## config.mk

```make
export PLATFORM = sky130hd
export DESIGN_NAME = ble_midi_packet_parser_flat
export DESIGN_NICKNAME = d
export VERILOG_FILES = /design/src/bmpp_pkg.sv /design/src/bmpp_in_if.sv /design/src/bmpp_out_if.sv /design/src/bmpp_decode.sv /design/src/ble_midi_packet_parser.sv /design/src/flat_wrapper.sv
export VERILOG_INCLUDE_DIRS = /design/src /design/src/src
export SDC_FILE = /design/constraint.sdc
export NUM_CORES = 1
export LEC_CHECK = 0
export BUFFER_PORTS_ARGS = -buffer_cell sky130_fd_sc_hd__buf_2
export CORE_MARGIN = 4
export CORE_UTILIZATION = 38
export CTS_BUF_LIST = sky130_fd_sc_hd__clkbuf_4 sky130_fd_sc_hd__clkbuf_8 sky130_fd_sc_hd__clkbuf_16
export DETAILED_ROUTE_END_ITERATION = 7
export PLACE_DENSITY = 0.62
export SLEW_MARGIN = 10
export SYNTH_ARGS = -nofsm -noshare
export SYNTH_HDL_FRONTEND = slang
export SYNTH_HIERARCHICAL = 1
export SYNTH_SLANG_ARGS = --single-unit
```

## constraint.sdc

```tcl
create_clock -name clk -period 4.7 [get_ports clk]
set_clock_uncertainty 0.1 [all_clocks]
set_input_delay 0.94 -clock clk [delete_from_list [all_inputs] [get_ports clk]]
set_output_delay 0.94 -clock clk [all_outputs]
set_load 0.02 [all_outputs]
```

## src/ble_midi_packet_parser_macros.svh

```systemverilog
// Assertion macros shared by the BLE MIDI packet parser RTL.
// Needs nothing else; include by bare file name inside a module body.
`ifndef BLE_MIDI_PACKET_PARSER_MACROS_SVH
`define BLE_MIDI_PACKET_PARSER_MACROS_SVH

// Same-cycle implication, sampled on the rising clock, quiet in reset
`define BMPP_ASSERT_IMPL(label, clk, rst_n, ante, cons, msg) \
    label: assert property (@(posedge clk) disable iff (!rst_n) (ante) |-> (cons)) \
        else $error(msg);

// Next-cycle implication, sampled on the rising clock, quiet in reset
`define BMPP_ASSERT_NEXT(label, clk, rst_n, ante, cons, msg) \
    label: assert property (@(posedge clk) disable iff (!rst_n) (ante) |=> (cons)) \
        else $error(msg);

`endif

```

## src/bmpp_pkg.sv

```systemverilog
// Shared types and constants of the BLE MIDI packet parser.
// No dependencies; used by the decoder and the top level.
package bmpp_pkg;

    // Byte classes
    localparam logic [7:0] REALTIME_MIN = 8'hF8;
    localparam logic [3:0] NIB_PROG_CHANGE = 4'hC;
    localparam logic [3:0] NIB_CHAN_PRESSURE = 4'hD;

    // Message lengths
    localparam logic [1:0] LEN_ONE = 2'd1;
    localparam logic [1:0] LEN_TWO = 2'd2;
    localparam logic [1:0] LEN_THREE = 2'd3;

    // Parse phase, one-hot
    typedef enum logic [3:0] {
        PH_TOP          = 4'b0001,
        PH_AFTER_TS     = 4'b0010,
        PH_AFTER_STATUS = 4'b0100,
        PH_AWAIT_SECOND = 4'b1000
    } bmpp_phase_t;

    typedef struct packed {
        logic [7:0]  current_status;
        bmpp_phase_t parse_phase;
        logic [7:0]  held_data;
    } bmpp_state_t;

    typedef struct packed {
        logic [7:0] midi_status;
        logic [7:0] first_data;
        logic [7:0] second_data;
        logic [1:0] message_length;
    } bmpp_msg_t;

    // Outcome of decoding one byte
    typedef struct packed {
        bmpp_state_t next_state;
        logic        emit;
        bmpp_msg_t   msg;
    } bmpp_step_t;

endpackage

```

## src/bmpp_in_if.sv

```systemverilog
// Byte channel into the BLE MIDI packet parser.
// No dependencies.
interface bmpp_in_if;
    logic       valid;
    logic       ready;
    logic [7:0] packet_byte;
    logic       first_of_packet;
    logic       last_of_packet;

    modport source (output valid, output packet_byte, output first_of_packet,
                    output last_of_packet, input ready);
    modport sink (input valid, input packet_byte, input first_of_packet,
                  input last_of_packet, output ready);
endinterface

```

## src/bmpp_out_if.sv

```systemverilog
// MIDI message channel out of the BLE MIDI packet parser.
// No dependencies.
interface bmpp_out_if;
    logic       valid;
    logic       ready;
    logic [7:0] midi_status;
    logic [7:0] first_data;
    logic [7:0] second_data;
    logic [1:0] message_length;

    modport source (output valid, output midi_status, output first_data,
                    output second_data, output message_length, input ready);
    modport sink (input valid, input midi_status, input first_data,
                  input second_data, input message_length, output ready);
endinterface

```

## src/bmpp_decode.sv

```systemverilog
// Combinational byte decoder: running status, phase and message assembly.
// Depends on bmpp_pkg.
module bmpp_decode (
    input  bmpp_pkg::bmpp_state_t cur,
    input  logic [7:0]            packet_byte,
    input  logic                  first_of_packet,
    input  logic                  last_of_packet,
    output bmpp_pkg::bmpp_step_t  step
);
    import bmpp_pkg::*;

    bmpp_phase_t phase_eff;
    logic        do_top;
    logic        do_take;
    logic        is_realtime;

    assign is_realtime = (packet_byte >= REALTIME_MIN);

    // Walk the byte through the phase logic
    always_comb
    begin
        step            = '0;
        step.next_state = cur;
        do_top          = 1'b0;
        do_take         = 1'b0;
        phase_eff       = first_of_packet ? PH_TOP : cur.parse_phase;

        if (first_of_packet && (last_of_packet || packet_byte[7]))
        begin
            // drop one-byte packets and the header byte
            step.next_state.parse_phase = PH_TOP;
        end
        else
        begin
            case (phase_eff)
                PH_TOP:
                begin
                    do_top = 1'b1;
                end
                PH_AFTER_TS:
                begin
                    if (is_realtime)
                    begin
                        step.next_state.parse_phase = PH_TOP;
                        step.emit = 1'b1;
                        step.msg  = '{packet_byte, 8'h00, 8'h00, LEN_ONE};
                    end
                    else if (packet_byte[7])
                    begin
                        step.next_state.current_status = packet_byte;
                        step.next_state.parse_phase    = PH_AFTER_STATUS;
                    end
                    else
                    begin
                        do_take = 1'b1;
                    end
                end
                PH_AFTER_STATUS:
                begin
                    do_take = 1'b1;
                end
                PH_AWAIT_SECOND:
                begin
                    step.next_state.parse_phase = PH_TOP;
                    if (packet_byte[7])
                    begin
                        // drop the partial message, handle the byte afresh
                        do_top = 1'b1;
                    end
                    else
                    begin
                        step.emit = 1'b1;
                        step.msg  = '{cur.current_status, cur.held_data, packet_byte,
                                      LEN_THREE};
                    end
                end
                default:
                begin
                    step.next_state.parse_phase = PH_TOP;
                end
            endcase

            // Timestamp, realtime or data where a timestamp may stand
            if (do_top)
            begin
                if (is_realtime)
                begin
                    step.next_state.parse_phase = PH_TOP;
                    step.emit = 1'b1;
                    step.msg  = '{packet_byte, 8'h00, 8'h00, LEN_ONE};
                end
                else if (packet_byte[7])
                begin
                    step.next_state.parse_phase = PH_AFTER_TS;
                end
                else
                begin
                    do_take = 1'b1;
                end
            end

            // First data byte of a message of the running status
            if (do_take)
            begin
                if (!cur.current_status[7])
                begin
                    step.next_state.parse_phase = PH_TOP;
                end
                else if (cur.current_status[7:4] inside {NIB_PROG_CHANGE,
                                                         NIB_CHAN_PRESSURE})
                begin
                    step.next_state.parse_phase = PH_TOP;
                    step.emit = 1'b1;
                    step.msg  = '{cur.current_status, packet_byte, 8'h00, LEN_TWO};
                end
                else
                begin
                    step.next_state.held_data   = packet_byte;
                    step.next_state.parse_phase = PH_AWAIT_SECOND;
                end
            end
        end

        // A packet end discards any partial message
        if (last_of_packet)
        begin
            step.next_state.parse_phase = PH_TOP;
        end
    end

endmodule

```

## src/ble_midi_packet_parser.sv

```systemverilog
// Top level of the BLE MIDI packet parser: input register, decoder, result register.
// Depends on bmpp_pkg, bmpp_in_if, bmpp_out_if, bmpp_decode and the macros header.
//
//  Channel | Dir | Payload                                                  | Handshake
//  pkt     | in  | packet_byte[8], first_of_packet, last_of_packet           | valid/ready
//  msg     | out | midi_status[8], first_data[8], second_data[8], length[2]  | valid/ready
//
// One byte a cycle when no result stalls; a result is registered from the held byte.
// The byte register feeds the decoder, whose state update sets the rate.
// A byte is taken while a result waits, as long as the byte register is free.
// Reset (rst_n low, asynchronous) clears the running status, phase and both valids.
// A stalled result holds the byte register only when that byte also yields a result.
module ble_midi_packet_parser (
    input logic       clk,
    input logic       rst_n,
    bmpp_in_if.sink   pkt,
    bmpp_out_if.source msg
);
    import bmpp_pkg::*;

    `include "ble_midi_packet_parser_macros.svh"

    logic        in_valid_reg;
    logic [7:0]  in_byte_reg;
    logic        in_first_reg;
    logic        in_last_reg;
    bmpp_state_t state_reg;
    logic        out_valid_reg;
    bmpp_msg_t   out_msg_reg;

    bmpp_step_t  step;
    logic        out_free;
    logic        advance;
    logic        take;

    // Decode the held byte against the current state
    bmpp_decode u_decode (
        .cur             (state_reg),
        .packet_byte     (in_byte_reg),
        .first_of_packet (in_first_reg),
        .last_of_packet  (in_last_reg),
        .step            (step)
    );

    // Handshake control
    assign out_free  = !out_valid_reg || msg.ready;
    assign advance   = in_valid_reg && (!step.emit || out_free);
    assign pkt.ready = !in_valid_reg || advance;
    assign take      = pkt.valid && pkt.ready;

    // Hold the incoming byte valid until the decoder consumes it
    always_ff @(posedge clk or negedge rst_n)
    begin
        if (!rst_n)
        begin
            in_valid_reg <= 1'b0;
        end
        else if (take)
        begin
            in_valid_reg <= 1'b1;
        end
        else if (advance)
        begin
            in_valid_reg <= 1'b0;
        end
    end

    // Capture the byte on each transfer
    always_ff @(posedge clk)
    begin
        if (take)
        begin
            in_byte_reg  <= pkt.packet_byte;
            in_first_reg <= pkt.first_of_packet;
            in_last_reg  <= pkt.last_of_packet;
        end
    end

    // Advance the parser state
    always_ff @(posedge clk or negedge rst_n)
    begin
        if (!rst_n)
        begin
            state_reg <= '{8'h00, PH_TOP, 8'h00};
        end
        else if (advance)
        begin
            state_reg <= step.next_state;
        end
    end

    // Result valid: set on emit, drop on transfer
    always_ff @(posedge clk or negedge rst_n)
    begin
        if (!rst_n)
        begin
            out_valid_reg <= 1'b0;
        end
        else if (advance && step.emit)
        begin
            out_valid_reg <= 1'b1;
        end
        else if (msg.ready)
        begin
            out_valid_reg <= 1'b0;
        end
    end

    // Result payload
    always_ff @(posedge clk)
    begin
        if (advance && step.emit)
        begin
            out_msg_reg <= step.msg;
        end
    end

    assign msg.valid          = out_valid_reg;
    assign msg.midi_status    = out_msg_reg.midi_status;
    assign msg.first_data     = out_msg_reg.first_data;
    assign msg.second_data    = out_msg_reg.second_data;
    assign msg.message_length = out_msg_reg.message_length;

    // Checks
    `BMPP_ASSERT_IMPL(a_len_nonzero, clk, rst_n, out_valid_reg, out_msg_reg.message_length != 2'd0, "result with zero length")
    `BMPP_ASSERT_IMPL(a_rt_alone, clk, rst_n, out_valid_reg && (out_msg_reg.message_length == LEN_ONE), (out_msg_reg.midi_status >= REALTIME_MIN) && (out_msg_reg.first_data == 8'h00) && (out_msg_reg.second_data == 8'h00), "one-byte result is not a bare realtime byte")
    `BMPP_ASSERT_NEXT(a_byte_kept, clk, rst_n, in_valid_reg && !advance, in_valid_reg && $stable(in_byte_reg), "stalled byte lost")
    `BMPP_ASSERT_NEXT(a_end_resets_phase, clk, rst_n, advance && in_last_reg, state_reg.parse_phase == PH_TOP, "phase not cleared at packet end")
    `BMPP_ASSERT_NEXT(a_result_kept, clk, rst_n, out_valid_reg && !msg.ready, out_valid_reg && $stable(out_msg_reg), "stalled result overwritten")

endmodule
```

## src/flat_wrapper.sv

```systemverilog
// flat-port wrapper written by rule: the top's interface ports become plain ports
module ble_midi_packet_parser_flat import bmpp_pkg::*;
  (clk, rst_n, pkt_valid, pkt_packet_byte, pkt_first_of_packet, pkt_last_of_packet, pkt_ready, msg_valid, msg_midi_status, msg_first_data, msg_second_data, msg_message_length, msg_ready);
  bmpp_in_if pkt_i ();
  bmpp_out_if msg_i ();
  input logic clk;
  input logic rst_n;
  input wire logic [$bits(pkt_i.valid)-1:0] pkt_valid;
  input wire logic [$bits(pkt_i.packet_byte)-1:0] pkt_packet_byte;
  input wire logic [$bits(pkt_i.first_of_packet)-1:0] pkt_first_of_packet;
  input wire logic [$bits(pkt_i.last_of_packet)-1:0] pkt_last_of_packet;
  output wire logic [$bits(pkt_i.ready)-1:0] pkt_ready;
  output wire logic [$bits(msg_i.valid)-1:0] msg_valid;
  output wire logic [$bits(msg_i.midi_status)-1:0] msg_midi_status;
  output wire logic [$bits(msg_i.first_data)-1:0] msg_first_data;
  output wire logic [$bits(msg_i.second_data)-1:0] msg_second_data;
  output wire logic [$bits(msg_i.message_length)-1:0] msg_message_length;
  input wire logic [$bits(msg_i.ready)-1:0] msg_ready;
  assign pkt_i.valid = pkt_valid;
  assign pkt_i.packet_byte = pkt_packet_byte;
  assign pkt_i.first_of_packet = pkt_first_of_packet;
  assign pkt_i.last_of_packet = pkt_last_of_packet;
  assign pkt_ready = pkt_i.ready;
  assign msg_valid = msg_i.valid;
  assign msg_midi_status = msg_i.midi_status;
  assign msg_first_data = msg_i.first_data;
  assign msg_second_data = msg_i.second_data;
  assign msg_message_length = msg_i.message_length;
  assign msg_i.ready = msg_ready;
  ble_midi_packet_parser u_core (.clk(clk), .rst_n(rst_n), .pkt(pkt_i), .msg(msg_i));
endmodule
```

After elaboration in Yosys (flattened, before gate mapping)

Index checks and enable logic that the tools add are counted.
Widths: inputs -> output; s select.

Register bits: 58
Input port bits: 14
Output and inout port bits: 28
Word-level logic and storage cells: 74

$lt $le $gt $ge: 1
Equal/unequal tests: 6
Multiplexer cells: 35
Bitwise logic cells: 3
Reductions and logical operators: 17

Operators by type and width:

| operator           | count |
|---|---|
| $mux 27            | 6 |
| $pmux 27 s2        | 1 |
| $mux 4             | 10 |
| $mux 39            | 1 |
| $mux 35            | 1 |
| $eq 4x4->1 const B | 3 |
| $mux 1             | 12 |
| $reduce_and 5->1   | 2 |
| $ge 8x8->1 const B | 1 |
| $mux 8             | 1 |
| $pmux 4 s2         | 1 |
| $reduce_bool 2->1  | 3 |
| $eq 4x1->1 const B | 1 |
| $eq 4x2->1 const B | 1 |
| $eq 4x3->1 const B | 1 |
| $logic_and 1x1->1  | 4 |
| $logic_or 1x1->1   | 4 |
| $pmux 1 s2         | 2 |
| $logic_not 1->1    | 3 |
| $not 1->1          | 3 |
| $reduce_or 2->1    | 1 |

Logic depth before layout (Yosys ltp)

Gate-level depths: netlist of run 1.

Depth after elaboration: 15
Gate-level depth with buffers: 9
Depth with buffers taken out: 6

Cells and area by module

Netlist of run 1, hierarchy kept.

Modules (own cells, without submodules):

| module                 | times used | cells each | area an instance (µm²) | sequential area each (µm²) |
|---|---|---|---|---|
| ble_midi_packet_parser | 1          | 159        | 2402.3                 | 1632.8 |
| bmpp_decode            | 1          | 137        | 925.9                  | 0.0 |

Worst setup path after synthesis of run 1

No wires, ideal clock.

Path kind: register -> register
Start point: register u_core/state_reg[8] (netlist bit)
End point: register u_core.out_msg_reg (netlist bit u_core/msg.first_data[0]) (enable)
Data arrival time: 3.096 ns
Required time: 4.191 ns
Slack: 1.095 ns
Stages on the path, launching flop included: 8
Path buffers: 1
Period minus slack after synthesis: 3.605 ns
Cell sequence: dfstp_2 -> or4b_4 -> a21oi_1 -> o21ai_0 -> clkbuf_1 -> a21oi_1 -> nand2_1 -> nor2_1

RTL lines:

| element                | RTL line                      | text |
|---|---|---|
| from (decl)            | ble_midi_packet_parser.sv:27  | `bmpp_state_t state_reg;` |
| from (signal assigned) | ble_midi_packet_parser.sv:84  | `state_reg <= '{8'h00, PH_TOP, 8'h00};` |
| from (signal assigned) | ble_midi_packet_parser.sv:88  | `state_reg <= step.next_state;` |
| to (signal assigned)   | ble_midi_packet_parser.sv:114 | `out_msg_reg <= step.msg;` |
| to (decl)              | ble_midi_packet_parser.sv:29  | `bmpp_msg_t out_msg_reg;` |

==> results of run 1 <==
## Yosys cell counts, drive strengths merged, types with 2 or more instances
cell | count | area share
a2bb2oi | 3 | 0.0079
a31oi | 3 | 0.0056
clkbuf | 8 | 0.0090
o211ai | 24 | 0.084
buf | 15 | 0.027
dfrtp | 21 | 0.16
edfxtp | 36 | 0.32
o21ai | 4 | 0.0060
a211oi | 5 | 0.015
nand3 | 4 | 0.0060
a211o | 2 | 0.0053
and2 | 7 | 0.013
dlymetal6s2s | 2 | 0.0075
or4bb | 2 | 0.0068
or2 | 2 | 0.0038
nor3b | 2 | 0.0045
o21a | 4 | 0.0090
nand2 | 36 | 0.041
or3b | 2 | 0.0053
nor3 | 2 | 0.0030
nor2 | 10 | 0.011
nand4 | 5 | 0.0094
nand2b | 21 | 0.039
mux2 | 15 | 0.051
nand4b | 20 | 0.053
a21oi | 11 | 0.017
inv | 3 | 0.0034
a32o | 5 | 0.015
## stage by stage
| stage | instance area (sq um) | setup WS (ns) | cells | total power, W | hold slack, ns |
|---|---|---|---|---|---|
| floorplan | 3330 | 1.09 | 296 | 0.000782 | 0.404 |
| global placement | 3550 | 1.18 | 421 | 0.000828 | 0.426 |
| detailed placement | 3550 | 1.12 | 421 | 0.000833 | 0.436 |
| CTS | 3760 | 0.754 | 437 | 0.00133 | 0.457 |
| global route | 3760 | 0.505 | 437 | 0.00138 | 0.487 |
| finish | 3760 | 0.724 | 437 | 0.00132 | 0.456 |
## critical path, stage by stage (launching register included)
cell and delay (ns):
dfstp_2 0.70, or4b_4 0.51, a21oi_1 0.23, o21ai_0 0.40, a21oi_1 0.37, nand3_1 0.15
buf_2 0.25
## cell families after synthesis
kind of cell	Yosys count
xor+xnor	1
buf+inv	29
compound gates	70
flops	58
mux	15
simple gates	122
other cells	1
## cells in the final DEF, fill, tap and decap left out, types with 3 or more instances in the layout
| cell type | netlist | routed |
|---|---|---|
| clkbuf_8 | 0 | 9 |
| nand3_1 | 4 | 4 |
| mux2_2 | 15 | 15 |
| dfrtp_1 | 21 | 21 |
| buf_4 | 1 | 4 |
| o211ai_2 | 20 | 20 |
| nand4b_1 | 20 | 20 |
| o21ai_0 | 3 | 3 |
| o211ai_1 | 4 | 4 |
| buf_2 | 12 | 41 |
| inv_1 | 3 | 3 |
| a21oi_1 | 11 | 11 |
| nor2_1 | 10 | 9 |
| nand2b_1 | 21 | 21 |
| and2_1 | 7 | 7 |
| edfxtp_1 | 36 | 36 |
| nand2_1 | 36 | 36 |
| a211oi_1 | 4 | 4 |
| a31oi_1 | 3 | 3 |
| a32o_1 | 5 | 5 |
| a2bb2oi_1 | 3 | 3 |
| nand4_1 | 5 | 5 |
| o21a_1 | 4 | 4 |
| clkinv_1 | 1 | 3 |
## area by class of cell
cell class | count | area (sq um) | share of cell area
Inverter | 4 | 15.0 | 0.00399
Sequential cell | 58 | 1630 | 0.434
Clock buffer | 10 | 131 | 0.0349
Tap cell | 105 | 131 | 0.0349
Clock inverter | 6 | 81.3 | 0.0216
Multi-Input combinational cell | 209 | 1540 | 0.408
Timing Repair Buffer | 45 | 235 | 0.0625
## power by group through the flow
stage	Clock (W)	Sequential [W]	Combinational, W
detailed placement	0	0.000657	0.000177
global route	0.000528	0.000655	0.000198
finish	0.000494	0.000648	0.000177
CTS	0.000506	0.000646	0.000177
floorplan	0	0.000630	0.000151
global placement	0	0.000655	0.000174
## how the worst max path moves through the flow
stage                     cells past startpoint                                  to                             from
final                                         6                           pkt_ready  u_core/state_reg[8]$_DFFE_PN1P_
after global routing                          6                           pkt_ready  u_core/state_reg[8]$_DFFE_PN1P_
after CTS                                     6                           pkt_ready  u_core/state_reg[8]$_DFFE_PN1P_
after detailed placement                      8  u_core/msg.first_data[3]$_DFFE_PP_  u_core/state_reg[8]$_DFFE_PN1P_
after global placement                        6                           pkt_ready  u_core/state_reg[8]$_DFFE_PN1P_
after floorplan                               7  u_core/msg.first_data[0]$_DFFE_PP_  u_core/state_reg[8]$_DFFE_PN1P_
## layer usage
layer	part of all wire	up-vias	GRT usage
met5	0	-	0
met4	0.010	0	0.0409
met3	0.068	4	0.0455
met2	0.45	66	0.224
met1	0.47	1208	0.226
li1	-	1186	-
==> flow_metrics.env, run 1 <==
export IMPL_status="completed"
export IMPL_synth_simple_area_share=0.219
export IMPL_worstPathRequired_ns=3.66
export IMPL_r2r_start="u_core/state_reg[8]$_DFFE_PN1P_"
export IMPL_rsz0062_at_grt="false"
export IMPL_htree_levels=3
export IMPL_max_clock_freq_mhz=252
export IMPL_std_cell_rows=33
export IMPL_wire_per_inst_microns=17.5
export IMPL_ctsResizeCount=0
export IMPL_synth_mux_area_frac=0.0508
export IMPL_area_growth_syn_to_layout_pct=13.1
export IMPL_overflow=0
export IMPL_synth_xor_xnor_area_share=0.00263
export IMPL_cp_arrival_ns=2.94
export IMPL_ys_flop_type="edfxtp_1"
export IMPL_synth_compound_area_frac=0.188
export IMPL_pwr_share_seq=0.491
export IMPL_pwr_share_clk=0.375
export IMPL_cp_end_kind="output port"
export IMPL_io_buffers=41
export IMPL_grtUsageTotal=0.155
export IMPL_syn_inst=296
export IMPL_io_pins=42
export IMPL_worst_setup_path_start_kind="flip-flop"
export IMPL_die_area_sq_um=10300
export IMPL_comb_power_share=0.134
export IMPL_grt_max_degree=43
export IMPL_totalWireLength_mm=7.64
export IMPL_post_route_period_util=0.846
export IMPL_yosys_warnings=6
export IMPL_antenna_found_initial=0
export IMPL_largest_reg_flops=20
export IMPL_finalSetupTns_ns=0
export IMPL_die_h_microns=102
export IMPL_intPower_w=0.000974
export IMPL_path_clk_slew_ns=0.06
export IMPL_maxSlewViolCount=0
export IMPL_start_util=0.397
export IMPL_synth_adder_area_share=0
export IMPL_ctsHoldBuffers=0
export IMPL_clk_path_buf_depth=2
export IMPL_p_per_area_nw_per_um2=350
export IMPL_finish_utilization=0.449
export IMPL_rr_worst_depth=8
export IMPL_antenna_cells=0
export IMPL_power_leakage_nw=1.39
export IMPL_synth_top_family_by_area="simple AND/OR/NAND/NOR gates"
export IMPL_gp_congestion=0.806
export IMPL_clk_latency_ns=0.33
export IMPL_fin_crit_ns=3.98
export IMPL_reg2reg_to="u_core/msg.first_data[6]$_DFFE_PP_"
export IMPL_switching_share=0.261
export IMPL_chipWidth_microns=102
export IMPL_finalHoldViolCount=0
export IMPL_whs_endpoint="u_core/state_reg[0]$_DFFE_PN0P_"
export IMPL_fin_nets=341
export IMPL_syn_area_per_cell_sq_um=11.2
export IMPL_p_sw_w=0.000345
export IMPL_viasPerCell=5.64
export IMPL_grt_pass1_wl_mm=12.5
export IMPL_ir_worst_vdd_uv=157
export IMPL_remaining_drc_errors=0
export IMPL_dr_pass1_iters=5
export IMPL_seq_area_frac_synth=0.491
export IMPL_n_fill_cell=788
export IMPL_async_reset_ff_frac=0.379
export IMPL_holdCritStartpoint="u_core/state_reg[0]$_DFFE_PN0P_"
export IMPL_cts_buffers_inserted=9
export IMPL_post_cts_setup_buffer_count=0
export IMPL_grt_pass1_vias=2334
export IMPL_synth_edf_count=36
export IMPL_drtIter0Drc=212
export IMPL_relSlewSlack=0.240
export IMPL_cts_tree="yes"
export IMPL_route_vias_total=2464
export IMPL_r2r_setup_slack_ns=1.07
export IMPL_numClockSinks=58
export IMPL_syn_area_sq_um=3330
export IMPL_critPathMaxFanout=17
export IMPL_cts_root_buf="clkbuf_8"
export IMPL_synth_seq_cells=58
export IMPL_crit_type="flip-flop to output port"
export IMPL_setup_viol=0
export IMPL_min_path_cells=2
export IMPL_max_cap_violations=0
export IMPL_ant_nets=0
export IMPL_worstHoldPathType="flip-flop to flip-flop"
export IMPL_hpwl_mm=5.02
export IMPL_layout_drive_gt1_share=0.313
export IMPL_worst_slew_pin_slew_ns=1.13
export IMPL_synthesis_nets=310
export IMPL_core_region_area_sq_um=8380
export IMPL_synth_cell_types=55
Power figures use the tool's default switching activity.
==> run 2, diff against run 1 <==
--- a/config.mk
+++ b/config.mk
@@ -11,7 +11,7 @@
 export CORE_UTILIZATION = 38
 export CTS_BUF_LIST = sky130_fd_sc_hd__clkbuf_4 sky130_fd_sc_hd__clkbuf_8 sky130_fd_sc_hd__clkbuf_16
 export DETAILED_ROUTE_END_ITERATION = 7
-export PLACE_DENSITY = 0.62
+export PLACE_DENSITY = 0.64
 export SLEW_MARGIN = 10
 export SYNTH_ARGS = -nofsm -noshare
 export SYNTH_HDL_FRONTEND = slang
==> constraint.sdc (replaced) <==
create_clock -name clk -period 3.5 [get_ports clk]
set_clock_uncertainty 0.1 [all_clocks]
set_input_delay 0.7 -clock clk [delete_from_list [all_inputs] [get_ports clk]]
set_output_delay 0.7 -clock clk [all_outputs]
set_load 0.02 [all_outputs]
==> flow_metrics.env, run 2 (synthesis results as in run 1) <==
export IMPL_ctsResizeCount=0
export IMPL_gp_congestion=0.860
export IMPL_die_h_microns=102
export IMPL_worstPathRequired_ns=2.70
export IMPL_r2r_setup_slack_ns=0.53
export IMPL_post_route_period_util=0.946
export IMPL_grt_pass1_wl_mm=12.1
export IMPL_antenna_cells=0
export IMPL_fin_nets=347
export IMPL_hpwl_mm=5.10
export IMPL_io_buffers=41
export IMPL_numClockSinks=58
export IMPL_ctsHoldBuffers=0
export IMPL_clk_path_buf_depth=2
export IMPL_worstHoldPathType="input port to asynchronous set/reset pin"
export IMPL_maxSlewViolCount=0
export IMPL_largest_reg_flops=20
export IMPL_viasPerCell=5.79
export IMPL_power_w=0.00181
export IMPL_reg2reg_to="u_core/msg.first_data[1]$_DFFE_PP_"
export IMPL_ir_worst_vdd_uv=229
export IMPL_post_cts_setup_buffer_count=0
export IMPL_die_area_sq_um=10300
export IMPL_path_clk_slew_ns=0.07
export IMPL_core_region_area_sq_um=8380
export IMPL_crit_type="flip-flop to output port"
export IMPL_worst_setup_path_start_kind="flip-flop"
export IMPL_timing_hold_ws_ns=0.249
export IMPL_std_cell_rows=33
export IMPL_finish_utilization=0.457
export IMPL_seqCellArea_sq_um=1640
export IMPL_dr_pass1_iters=5
export IMPL_ant_nets=0
export IMPL_route_vias_total=2564
export IMPL_wire_per_inst_microns=17.4
export IMPL_overflow=0
export IMPL_final_cell_mix="buf_2, nand2_1, edfxtp_1"
export IMPL_layout_commonest_cell="buf_2"
export IMPL_cts_root_buf="clkbuf_8"
export IMPL_n_fill_cell=790
export IMPL_setup_viol=0
export IMPL_fin_crit_ns=3.31
export IMPL_remaining_drc_errors=0
export IMPL_drtIter0Drc=204
export IMPL_status="completed"
export IMPL_power_leakage_nw=1.42
export IMPL_finalHoldViolCount=0
export IMPL_chipWidth_microns=102
export IMPL_area_growth_syn_to_layout_pct=15.1
export IMPL_r2r_start="u_core/state_reg[8]$_DFFE_PN1P_"
export IMPL_io_pins=42
export IMPL_grtUsageTotal=0.155
export IMPL_antenna_found_initial=0
export IMPL_multi_input_comb_area_sq_um=1540
export IMPL_clk_latency_ns=0.34
export IMPL_grt_max_degree=33
export IMPL_max_cap_violations=0
export IMPL_grt_pass1_vias=2343
export IMPL_htree_levels=3
export IMPL_rsz0062_at_grt="false"
export IMPL_cp_arrival_ns=2.51
export IMPL_start_util=0.397
export IMPL_totalWireLength_mm=7.72
export IMPL_worst_slew_pin_slew_ns=0.797
export IMPL_cp_end_kind="output port"
export IMPL_critPathMaxFanout=17
export IMPL_layout_drive_gt1_share=0.334
export IMPL_rr_worst_depth=7
export IMPL_cts_tree="yes"
export IMPL_max_clock_freq_mhz=302
export IMPL_finalSetupTns_ns=0
export IMPL_relSlewSlack=0.468
export IMPL_p_per_area_nw_per_um2=472
export IMPL_cts_buffers_inserted=9
[run 2: where the power goes]
group / leakage (nW) / switching (W) / internal [W]
clock network: 0.106 / 0.000290 / 0.000406
logic: 0.722 / 0.000125 / 0.000125
registers: 0.592 / 0.0000772 / 0.000785
total: 1.42 / 0.000493 / 0.00132
[run 2: routing by layer]
| metal | track usage | wire length (microns) |
|---|---|---|
| met1 | 0.218 | 3570 |
| met2 | 0.228 | 3500 |
| met3 | 0.0441 | 509 |
| met4 | 0.0521 | 133 |
| met5 | 0 | 0 |
[run 2: area by class of cell]
class / instances / area share
clock buffer: 9 / 0.0323
clock inverter: 7 / 0.0265
inverter: 4 / 0.00392
multi-input combinational: 209 / 0.402
sequential: 58 / 0.427
tap: 105 / 0.0343
timing repair buffer: 51 / 0.0732
[run 2: through the flow]
step	setup slack [ns]	instances	area (sq um)
final	0.190	443	3830
after global routing	0.0170	443	3830
after CTS	0.0781	443	3820
after detailed placement	0.431	427	3600
after global placement	0.545	427	3600
after floorplan	0.311	296	3330
[run 2: how the worst max path moves through the flow]
stage,start,endpoint,slack [ns],cells past startpoint
after floorplan,u_core/state_reg[8]$_DFFE_PN1P_,u_core/msg.first_data[0]$_DFFE_PP_,0.31,7
after global placement,u_core/state_reg[8]$_DFFE_PN1P_,u_core/msg.second_data[5]$_DFFE_PP_,0.54,7
after detailed placement,u_core/state_reg[8]$_DFFE_PN1P_,u_core/msg.second_data[5]$_DFFE_PP_,0.43,7
after CTS,u_core/state_reg[8]$_DFFE_PN1P_,pkt_ready,0.08,6
after global routing,u_core/state_reg[8]$_DFFE_PN1P_,pkt_ready,0.02,6
final,u_core/state_reg[8]$_DFFE_PN1P_,pkt_ready,0.19,6
[run 2: worst max-delay path: stages (launching register included)]
cell and delay, ns:
dfstp_4 0.71, or4b_4 0.49, a21oi_1 0.24, o21ai_0 0.17, a21oi_2 0.28, nand3_1 0.10, buf_2 0.17
==> run 3, diff against run 2 <==
--- a/config.mk
+++ b/config.mk
@@ -8,10 +8,10 @@
 export LEC_CHECK = 0
 export BUFFER_PORTS_ARGS = -buffer_cell sky130_fd_sc_hd__buf_2
 export CORE_MARGIN = 4
-export CORE_UTILIZATION = 38
+export CORE_UTILIZATION = 52
 export CTS_BUF_LIST = sky130_fd_sc_hd__clkbuf_4 sky130_fd_sc_hd__clkbuf_8 sky130_fd_sc_hd__clkbuf_16
 export DETAILED_ROUTE_END_ITERATION = 7
-export PLACE_DENSITY = 0.64
+export PLACE_DENSITY = 0.82
 export SLEW_MARGIN = 10
 export SYNTH_ARGS = -nofsm -noshare
 export SYNTH_HDL_FRONTEND = slang
==> flow_metrics.env, run 3 (synthesis results as in run 1) <==
export IMPL_overflow=0
export IMPL_ir_worst_vdd_uv=343
export IMPL_remaining_drc_errors=0
export IMPL_grtUsageTotal=0.216
export IMPL_wire_per_inst_microns=19.1
export IMPL_finalHoldViolCount=0
export IMPL_layout_commonest_cell="buf_2"
export IMPL_cp_slowest_stage_delay_ns=0.70
export IMPL_r2r_setup_slack_ns=0.31
export IMPL_cp_common_cell="a21oi_1"
export IMPL_setup_slack_ns=0.233
export IMPL_ctsHoldBuffers=0
export IMPL_viasPerCell=6.42
export IMPL_pwr_share_seq=0.460
export IMPL_crit_type="flip-flop to output port"
export IMPL_clk_latency_ns=0.34
export IMPL_relSlewSlack=0.567
export IMPL_timing_hold_ws_ns=0.227
export IMPL_switching_share=0.253
export IMPL_worst_slew_pin_slew_ns=0.643
export IMPL_cp_arrival_ns=2.47
export IMPL_die_area_sq_um=7740
export IMPL_power_w=0.00187
export IMPL_max_cap_violations=0
export IMPL_io_buffers=41
export IMPL_maxSlewViolCount=0
export IMPL_comb_power_share=0.140
export IMPL_chipWidth_microns=88
export IMPL_finalSetupTns_ns=0
export IMPL_max_clock_freq_mhz=306
export IMPL_setup_viol=0
export IMPL_ant_nets=0
export IMPL_path_clk_slew_ns=0.07
export IMPL_largest_reg_flops=20
export IMPL_layout_drive_gt1_share=0.333
export IMPL_fin_nets=348
export IMPL_intPower_w=0.00140
export IMPL_cts_root_buf="clkbuf_8"
export IMPL_rsz0062_at_grt="false"
export IMPL_cts_tree="yes"
export IMPL_grt_max_degree=35
export IMPL_io_pins=42
export IMPL_cp_slowest_cell="dfstp_2"
export IMPL_p_sw_w=0.000474
export IMPL_pwr_share_clk=0.400
export IMPL_post_route_period_util=0.933
export IMPL_start_util=0.549
export IMPL_htree_levels=3
export IMPL_antenna_found_initial=0
export IMPL_grt_pass1_wl_mm=12.6
export IMPL_totalWireLength_mm=7.90
export IMPL_cts_buffers_inserted=9
export IMPL_worstPathRequired_ns=2.70
export IMPL_die_h_microns=88
export IMPL_ctsResizeCount=0
export IMPL_worstHoldPathType="input port to asynchronous set/reset pin"
export IMPL_area_growth_syn_to_layout_pct=14.4
export IMPL_cp_cell_sequence="or4b_4 -> a21oi_1 -> o21ai_0 -> a21oi_1 -> nand3_1 -> buf_2"
export IMPL_status="completed"
export IMPL_critPathBufInv=1
export IMPL_hpwl_mm=5.11
export IMPL_final_cell_mix="buf_2, nand2_1, edfxtp_1"
export IMPL_seqCellArea_sq_um=1630
export IMPL_drtIter0Drc=263
export IMPL_post_cts_setup_buffer_count=0
export IMPL_core_region_area_sq_um=6060
export IMPL_multi_input_comb_area_sq_um=1540
export IMPL_pre_cts_ws_ns=0.373
export IMPL_std_cell_rows=28
export IMPL_numClockSinks=58
export IMPL_p_per_area_nw_per_um2=491
export IMPL_critical_path_top_delay_family="flip-flops"
export IMPL_grt_pass1_vias=2449
export IMPL_critPathMaxFanout=17
export IMPL_finish_utilization=0.628
export IMPL_gp_congestion=0.888
export IMPL_fin_crit_ns=3.27
export IMPL_antenna_cells=0
export IMPL_n_fill_cell=463
export IMPL_worst_setup_path_start_kind="flip-flop"
export IMPL_power_leakage_nw=1.44
export IMPL_clk_path_buf_depth=2
export IMPL_route_vias_total=2657
export IMPL_cp_end_kind="output port"
export IMPL_dr_pass1_iters=5
==> run 3: path summary, 6_finish.rpt <==
| path | startpoint | endpoint | cells past startpoint |
|---|---|---|---|
| max | u_core/state_reg[8]$_DFFE_PN1P_ | pkt_ready | 6 |
| min | rst_n | u_core/state_reg[5]$_DFFE_PN0P_ | 1 |
| max reg2reg | u_core/state_reg[8]$_DFFE_PN1P_ | u_core/msg.midi_status[4]$_DFFE_PP_ | 8 |
| min reg2reg | u_core/state_reg[19]$_DFFE_PN0P_ | u_core/state_reg[19]$_DFFE_PN0P_ | 2 |
| max in group asynchronous | rst_n | u_core/state_reg[8]$_DFFE_PN1P_ | 1 |
| min in group clk | pkt_packet_byte[1] | u_core/in_byte_reg[1]$_DFFE_PP_ | 1 |
==> run 3: per-layer routing <==
layer	track usage	up-vias	wire [microns]
met1	0.287	1287	3290
li1	-	1198	-
met3	0.0423	24	612
met4	0.112	0	233
met5	0	-	0
met2	0.338	148	3760
==> run 3: final cells by class <==
| cell class | count | area share |
|---|---|---|
| multi-input combinational | 209 | 0.404 |
| timing repair buffer | 52 | 0.0756 |
| clock inverter | 5 | 0.0269 |
| tap | 75 | 0.0246 |
| sequential | 58 | 0.429 |
| clock buffer | 11 | 0.0365 |
| inverter | 4 | 0.00394 |
==> run 3: power groups by stage <==
| stage | sequential [W] | clock (W) | combinational, W |
|---|---|---|---|
| global route | 0.000867 | 0.000798 | 0.000286 |
| finish | 0.000861 | 0.000749 | 0.000262 |
| global placement | 0.000865 | 0 | 0.000244 |
| detailed placement | 0.000870 | 0 | 0.000255 |
| floorplan | 0.000846 | 0 | 0.000204 |
| CTS | 0.000858 | 0.000762 | 0.000260 |
==> run 3: per-stage QoR <==
stage,instance area [sq um],instances
after floorplan,3330,296
after global placement,3570,398
after detailed placement,3570,398
after CTS,3810,414
after global routing,3810,414
final,3810,414
